File: src/hdl/ubx_rx_pkg.sv
// ----------------------------------------------------------------------------
// ubx_rx_pkg
// Shared types and constants of the binary frame receiver: sync bytes, the
// frame phase encoding, register indexes and register reset values.
// ----------------------------------------------------------------------------
`default_nettype none

package ubx_rx_pkg;

    // Sync pair that opens every frame.
    localparam logic [7:0] SYNC_FIRST  = 8'hB5;
    localparam logic [7:0] SYNC_SECOND = 8'h62;

    // Configuration register indexes.
    localparam logic [1:0] CFG_EXPECT_CLASS  = 2'd0;
    localparam logic [1:0] CFG_EXPECT_MSG_ID = 2'd1;
    localparam logic [1:0] CFG_KEEP_LIMIT    = 2'd2;

    // Configuration reset values.
    localparam logic [7:0]  RST_EXPECT_CLASS  = 8'd10;
    localparam logic [7:0]  RST_EXPECT_MSG_ID = 8'd4;
    localparam logic [15:0] RST_KEEP_LIMIT    = 16'd220;

    // Frame parse phase, one-hot.
    typedef enum logic [8:0] {
        PH_HUNT1 = 9'b000000001,
        PH_HUNT2 = 9'b000000010,
        PH_CLASS = 9'b000000100,
        PH_ID    = 9'b000001000,
        PH_LEN_L = 9'b000010000,
        PH_LEN_H = 9'b000100000,
        PH_PAY   = 9'b001000000,
        PH_CK_A  = 9'b010000000,
        PH_CK_B  = 9'b100000000
    } phase_t;

endpackage : ubx_rx_pkg

`default_nettype wire

File: src/hdl/ubx_frame_receiver.sv
// ----------------------------------------------------------------------------
// ubx_frame_receiver
// Byte-stream parser for sync-framed binary messages with a Fletcher-8 check.
// An accepted byte's result item is registered; it shows in the next cycle.
// Throughput: one byte per cycle unless stalled; the parse state register
// updates once per accepted byte; the result register frees itself when taken.
// Reset: synchronous, active low; the parser returns to sync hunting, the
// registers take their defaults and no result is pending.
// ----------------------------------------------------------------------------
`default_nettype none

module ubx_frame_receiver
    import ubx_rx_pkg::*;
(
    input  wire logic        aclk,
    input  wire logic        aresetn,

    // Configuration write port.
    input  wire logic        cfg_wr_en,
    input  wire logic [1:0]  cfg_index,
    input  wire logic [15:0] cfg_wdata,

    // Input byte channel.
    input  wire logic        s_valid,
    output logic             s_ready,
    input  wire logic [7:0]  s_rx_byte,
    input  wire logic        s_restart,

    // Result channel.
    output logic             m_valid,
    input  wire logic        m_ready,
    output logic             m_payload_valid,
    output logic [7:0]       m_payload_byte,
    output logic [15:0]      m_payload_index,
    output logic             m_frame_match,
    output logic             m_frame_reject,
    output logic [15:0]      m_frame_length
);

    // Configuration registers.
    logic [7:0]  expect_class_reg;
    logic [7:0]  expect_msg_id_reg;
    logic [15:0] keep_limit_reg;

    // Parse state.
    phase_t      phase_reg, phase_next;
    logic [7:0]  got_class_reg, got_class_next;
    logic [7:0]  got_msg_id_reg, got_msg_id_next;
    logic [7:0]  sum_a_reg, sum_a_next;
    logic [7:0]  sum_b_reg, sum_b_next;
    logic [7:0]  first_check_reg, first_check_next;
    logic [15:0] payload_len_reg, payload_len_next;
    logic [15:0] payload_pos_reg, payload_pos_next;

    // Result register.
    logic        m_valid_reg;
    logic        pv_reg, pv_next;
    logic [7:0]  pb_reg, pb_next;
    logic [15:0] pi_reg, pi_next;
    logic        fm_reg, fm_next;
    logic        fr_reg, fr_next;
    logic [15:0] fl_reg, fl_next;

    // Working values.
    phase_t      cur_phase;
    logic [7:0]  add_a;
    logic [7:0]  add_b;
    logic [15:0] pos_inc;
    logic [15:0] full_len;
    logic        accept;

    assign s_ready = !m_valid_reg || m_ready;
    assign accept  = s_valid && s_ready;

    // Configuration writes; an index past the list is ignored.
    always_ff @(posedge aclk) begin
        if (!aresetn) begin
            expect_class_reg  <= RST_EXPECT_CLASS;
            expect_msg_id_reg <= RST_EXPECT_MSG_ID;
            keep_limit_reg    <= RST_KEEP_LIMIT;
        end else if (cfg_wr_en) begin
            unique case (cfg_index)
                CFG_EXPECT_CLASS:  expect_class_reg  <= cfg_wdata[7:0];
                CFG_EXPECT_MSG_ID: expect_msg_id_reg <= cfg_wdata[7:0];
                CFG_KEEP_LIMIT:    keep_limit_reg    <= cfg_wdata;
                default: ;
            endcase
        end
    end

    // Fletcher sums and the payload position step.
    assign add_a    = sum_a_reg + s_rx_byte;
    assign add_b    = sum_b_reg + add_a;
    assign pos_inc  = payload_pos_reg + 16'd1;
    assign full_len = {s_rx_byte, payload_len_reg[7:0]};

    // A restart drops the partial frame, so the byte is seen in the hunt phase.
    assign cur_phase = s_restart ? PH_HUNT1 : phase_reg;

    // Next parse state and result for the byte on the input.
    always_comb begin
        phase_next       = cur_phase;
        got_class_next   = got_class_reg;
        got_msg_id_next  = got_msg_id_reg;
        sum_a_next       = s_restart ? 8'd0 : sum_a_reg;
        sum_b_next       = s_restart ? 8'd0 : sum_b_reg;
        first_check_next = first_check_reg;
        payload_len_next = payload_len_reg;
        payload_pos_next = s_restart ? 16'd0 : payload_pos_reg;
        pv_next          = 1'b0;
        pb_next          = 8'd0;
        pi_next          = 16'd0;
        fm_next          = 1'b0;
        fr_next          = 1'b0;
        fl_next          = 16'd0;

        unique case (cur_phase)
            PH_HUNT1: begin
                phase_next = (s_rx_byte == SYNC_FIRST) ? PH_HUNT2 : PH_HUNT1;
            end
            PH_HUNT2: begin
                if (s_rx_byte == SYNC_SECOND) begin
                    phase_next = PH_CLASS;
                    sum_a_next = 8'd0;
                    sum_b_next = 8'd0;
                end else if (s_rx_byte != SYNC_FIRST) begin
                    phase_next = PH_HUNT1;
                end
            end
            PH_CLASS: begin
                got_class_next = s_rx_byte;
                sum_a_next     = add_a;
                sum_b_next     = add_b;
                phase_next     = PH_ID;
            end
            PH_ID: begin
                got_msg_id_next = s_rx_byte;
                sum_a_next      = add_a;
                sum_b_next      = add_b;
                phase_next      = PH_LEN_L;
            end
            PH_LEN_L: begin
                payload_len_next = {8'd0, s_rx_byte};
                sum_a_next       = add_a;
                sum_b_next       = add_b;
                phase_next       = PH_LEN_H;
            end
            PH_LEN_H: begin
                payload_len_next = full_len;
                sum_a_next       = add_a;
                sum_b_next       = add_b;
                payload_pos_next = 16'd0;
                phase_next       = (full_len == 16'd0) ? PH_CK_A : PH_PAY;
            end
            PH_PAY: begin
                // Bytes past the keep limit still enter the checksum.
                if (payload_pos_reg < keep_limit_reg) begin
                    pv_next = 1'b1;
                    pb_next = s_rx_byte;
                    pi_next = payload_pos_reg;
                end
                sum_a_next       = add_a;
                sum_b_next       = add_b;
                payload_pos_next = pos_inc;
                if (pos_inc >= payload_len_reg) begin
                    phase_next = PH_CK_A;
                end
            end
            PH_CK_A: begin
                first_check_next = s_rx_byte;
                phase_next       = PH_CK_B;
            end
            PH_CK_B: begin
                if (first_check_reg == sum_a_reg && s_rx_byte == sum_b_reg &&
                    got_class_reg == expect_class_reg &&
                    got_msg_id_reg == expect_msg_id_reg) begin
                    fm_next = 1'b1;
                    fl_next = (payload_len_reg < keep_limit_reg) ?
                              payload_len_reg : keep_limit_reg;
                end else begin
                    fr_next = 1'b1;
                end
                phase_next = PH_HUNT1;
            end
            default: begin
                phase_next = PH_HUNT1;
            end
        endcase
    end

    // Parse state update on each accepted byte.
    always_ff @(posedge aclk) begin
        if (!aresetn) begin
            phase_reg       <= PH_HUNT1;
            got_class_reg   <= 8'd0;
            got_msg_id_reg  <= 8'd0;
            sum_a_reg       <= 8'd0;
            sum_b_reg       <= 8'd0;
            first_check_reg <= 8'd0;
            payload_len_reg <= 16'd0;
            payload_pos_reg <= 16'd0;
        end else if (accept) begin
            phase_reg       <= phase_next;
            got_class_reg   <= got_class_next;
            got_msg_id_reg  <= got_msg_id_next;
            sum_a_reg       <= sum_a_next;
            sum_b_reg       <= sum_b_next;
            first_check_reg <= first_check_next;
            payload_len_reg <= payload_len_next;
            payload_pos_reg <= payload_pos_next;
        end
    end

    // Result register; it holds while the consumer stalls.
    always_ff @(posedge aclk) begin
        if (!aresetn) begin
            m_valid_reg <= 1'b0;
        end else if (accept) begin
            m_valid_reg <= 1'b1;
        end else if (m_ready) begin
            m_valid_reg <= 1'b0;
        end
    end

    always_ff @(posedge aclk) begin
        if (accept) begin
            pv_reg <= pv_next;
            pb_reg <= pb_next;
            pi_reg <= pi_next;
            fm_reg <= fm_next;
            fr_reg <= fr_next;
            fl_reg <= fl_next;
        end
    end

    assign m_valid         = m_valid_reg;
    assign m_payload_valid = pv_reg;
    assign m_payload_byte  = pb_reg;
    assign m_payload_index = pi_reg;
    assign m_frame_match   = fm_reg;
    assign m_frame_reject  = fr_reg;
    assign m_frame_length  = fl_reg;

    // A result never carries a payload byte and a frame verdict together.
    a_payload_or_verdict: assert property (@(posedge aclk) disable iff (!aresetn)
        m_valid |-> !(m_payload_valid && (m_frame_match || m_frame_reject)))
        else $error("payload byte and frame verdict in one result");

    // Match and reject exclude each other.
    a_one_verdict: assert property (@(posedge aclk) disable iff (!aresetn)
        m_valid |-> !(m_frame_match && m_frame_reject))
        else $error("frame both matched and rejected");

    // A verdict always sends the parser back to sync hunting.
    a_verdict_hunts: assert property (@(posedge aclk) disable iff (!aresetn)
        accept && (fm_next || fr_next) |=> phase_reg == PH_HUNT1)
        else $error("parser not hunting after a frame verdict");

    // A frame length is reported only with a match.
    a_length_on_match: assert property (@(posedge aclk) disable iff (!aresetn)
        m_valid && !m_frame_match |-> m_frame_length == 16'd0)
        else $error("frame length without a match");

endmodule : ubx_frame_receiver

`default_nettype wire
File: config.mk
export PLATFORM = sky130hd
export DESIGN_NAME = ubx_frame_receiver
export DESIGN_NICKNAME = d
export VERILOG_FILES = /design/src/hdl/ubx_rx_pkg.sv /design/src/hdl/ubx_frame_receiver.sv
export SDC_FILE = /design/constraint.sdc
export NUM_CORES = 1
export LEC_CHECK = 0
export BUFFER_PORTS_ARGS = -buffer_cell sky130_fd_sc_hd__buf_2
export CAP_MARGIN = 20
export CORE_MARGIN = 2
export CORE_UTILIZATION = 39
export CTS_CLUSTER_SIZE = 25
export DETAILED_ROUTE_END_ITERATION = 10
export HOLD_SLACK_MARGIN = 0.12
export PLACE_DENSITY = 0.59
export SYNTH_ARGS = -nofsm -noshare
export SYNTH_HDL_FRONTEND = slang
export SYNTH_SLANG_ARGS = --single-unit
File: constraint.sdc
create_clock -name aclk -period 4.55 [get_ports aclk]
set_clock_uncertainty 0.1 [all_clocks]
set_input_delay 0.455 -clock aclk [delete_from_list [all_inputs] [get_ports aclk]]
set_output_delay 0.455 -clock aclk [all_outputs]
set_load 0.02 [all_outputs]
==> impl_metrics.yaml <==
power:
  total_power_mw: 3.047
  p_per_area_nw_per_um2: 308.7
  leakage_nw: 3.945
  vdd_drop_max_uv: 241.0
worst_setup_path:
  path_buf_inv: 0
  start_kind: "flop"
  cp_slowest_cell: "dfxtp_1"
  crit_required_ns: 4.82
  reg2reg_depth: 11
  crit_family: "simple AND/OR/NAND/NOR gates"
  worst-path-max-fanout: 8
  max_stage_delay_ns: 0.49
  crit_chain: "ha_1 -> and3_1 -> and4_1 -> and4_1 -> xnor2_1 -> ha_1 -> nand4_1 -> nor2_1 -> a221oi_1 -> a41o_1 -> a32o_1"
  critPathArrivalTime_ns: 3.44
  cp.depth: 11
  end_kind: "flop"
  critical_path_class: "flop to flop"
final_layout:
  diodes: 0
  drive_gt1_frac: 0.1235
  area_delta_synth_final_pct: 12.75
  final_nets: 1078
  nFillCells: 2145
  stdcell_count: 1276
  finish.utilization: 0.4495
status:
  status: "finished, final reports clean"
synthesis:
  synth_cell_types: 64
  synth_xor_xnor_area_share: 0.06003
  syn_area_sq_um: 8755
  synth_seq_area_share: 0.4082
  ys_seq_elements: 157
  synthAdderAreaFrac: 0.09175
  synthMuxAreaShare: 0.04688
  yosys-top-cells-area: "dfxtp_1, edfxtp_1, ha_1"
  synthCells: 933
  synth_top_family_by_area: "compound AO/OA/AOI/OAI gates"
  synthFlopType: "dfxtp_1"
  async_flop_share: 0
  syn-num-nets: 1028
  synth_compound_area_frac: 0.1685
  netlist.area_leader.share: 0.2607
  synth_edf_count: 43
  synth_warnings: 0
  synth.most_common_cell: "dfxtp_1"
  yosys-top-cells-count: "dfxtp_1, inv_1, ha_1"
  avgSynthCellArea_sq_um: 9.383
  synthSimpleGateAreaFrac: 0.1671
  synth_top_area_cell: "dfxtp_1"
clock_tree:
  insertion_delay_ns: 0.43
  numCtsBuffers: 17
  ctsHoldBuffers: 0
  cts_sinks: 157
  post_cts_buffers: 0
  cts_resized: 0
  clockRootBuffer: "clkbuf_16"
  tritoncts: "built"
  h-tree-depth: 4
  cts.path.max_buffers: 2
  clkTransAtPathRegs_ns: 0.06
routing:
  num_vias: 6810
  viasPerCell: 5.337
  drtIter0Drc: 433
  routed_wirelength_um: 22850
  wl_per_cell_um: 17.91
  postRouteAntennaNets: 0
  drt_pass1_iterations: 5
  drcViolationCount: 0
sta:
  setup_viol: 0
  final.min_clock_period_ns: 3.173
  period_share: 0.6974
  relSlewSlack: 0.2989
  fmax_mhz: 315.2
  hold_violations: 0
  maxSlewViolCount: 0
  rsz0062_at_grt: "false"
  fin_setup_tns_ns: 0
  tightest_slew_ns: 1.048
floorplan:
  coreArea_sq_um: 21960
  dieArea_sq_um: 23660
  io_pins: 77
  die_x_um: 153.8
  rows: 54
  die_h_um: 153.8
  initial_core_util: 0.3987
flow_run:
  drv_cap: 0
place:
  place.gp.congestion: 0.8701
  dp_cells: 1244
  post-dp-hpwl_um: 16670
  portBuffers: 76
global_route:
  grt_pass1_wl_um: 36280
  grt_max_degree: 61
  overflow: 0
  antenna_found_initial: 1
  grt_usage: 0.1962
  grt_pass1_vias: 6540
hold_path:
  hold_path_class: "input port to flop"
  whs_path_depth: 3
==> area by class of cell <==
type | count | area (sq um) | area share
Tap cell | 280 | 350.3 | 0.03549
Clock inverter | 12 | 95.09 | 0.009634
Timing Repair Buffer | 84 | 440.4 | 0.04462
Inverter | 72 | 270.3 | 0.02738
Sequential cell | 157 | 3573 | 0.3620
Multi-Input combinational cell | 651 | 4683 | 0.4745
Clock buffer | 20 | 457.9 | 0.04639
==> placed cells by master, fill, tap and decap left out, types with 3 or more instances in the layout <==
| master | n |
|---|---|
| a21o_1 | 18 |
| mux2i_1 | 41 |
| and2_1 | 10 |
| nor3_1 | 13 |
| a211oi_1 | 25 |
| a22o_1 | 13 |
| nand3_1 | 41 |
| nand2_1 | 51 |
| ha_1 | 61 |
| o211ai_1 | 8 |
| nor4_1 | 15 |
| and3_1 | 5 |
| nor3b_1 | 3 |
| buf_2 | 76 |
| nor2b_1 | 59 |
| buf_4 | 8 |
| and4_1 | 5 |
| o21a_1 | 6 |
| o2111ai_1 | 4 |
| a22oi_1 | 10 |
| o21ai_0 | 45 |
| inv_1 | 71 |
| nand2b_1 | 5 |
| clkbuf_16 | 18 |
| nor2_1 | 34 |
| a31oi_1 | 4 |
| clkinvlp_4 | 3 |
| nand4_1 | 10 |
| clkinv_2 | 4 |
| a21oi_1 | 41 |
| dfxtp_1 | 114 |
| edfxtp_1 | 43 |
| xnor2_1 | 23 |
| xor2_1 | 37 |
| a21boi_0 | 21 |
==> worst min-delay path: stages <==
cell and delay [ns]:
buf_2 0.10, inv_1 0.04, a21boi_0 0.06
==> stage by stage <==
stage	hold slack (ns)	area [sq um]	setup slack [ns]
finish	0.1762	9871	1.377
global placement	0.3736	9318	1.174
CTS	0.1593	9871	1.420
floorplan	0.3568	8755	1.298
global route	0.1865	9871	1.169
detailed placement	0.3820	9318	1.129
==> worst paths after layout <==
check,to,slack (ns),start
max,phase_reg[6]$_SDFFE_PN0P_,1.38,payload_pos_reg[0]$_SDFFE_PN0P_
min,m_valid$_SDFFE_PN0P_,0.18,s_valid
max reg2reg,phase_reg[6]$_SDFFE_PN0P_,1.38,payload_pos_reg[0]$_SDFFE_PN0P_
min reg2reg,keep_limit_reg[14]$_SDFFE_PN0P_,0.39,keep_limit_reg[14]$_SDFFE_PN0P_
==> routing by layer <==
layer / share of wire / up-vias / GRT usage
met5: 0.00044 / - / 0
met4: 0.019 / 2 / 0.06676
met3: 0.045 / 32 / 0.03157
met2: 0.48 / 160 / 0.3265
met1: 0.46 / 3189 / 0.2604
li1: - / 3427 / -
==> logic make-up (layout without fill, tap and decap cells) <==
logic type / Yosys count / after routing
and+or+nand+nor: 269 / 269
AOI/OAI and AO/OA: 218 / 218
DFF: 157 / 157
buffers and inverters: 125 / 188
adders and majority gates: 63 / 63
xor gates and xnor gates: 60 / 60
muxes: 41 / 41
==> power by group <==
part	internal, mW	leakage, nW	switching [mW]	total [mW]
registers	1.46	1.35	0.0119	1.47
clock network	0.777	0.266	0.575	1.35
logic	0.0723	2.33	0.147	0.219
total	2.31	3.95	0.734	3.05
(Power assumes the default switching activity.)
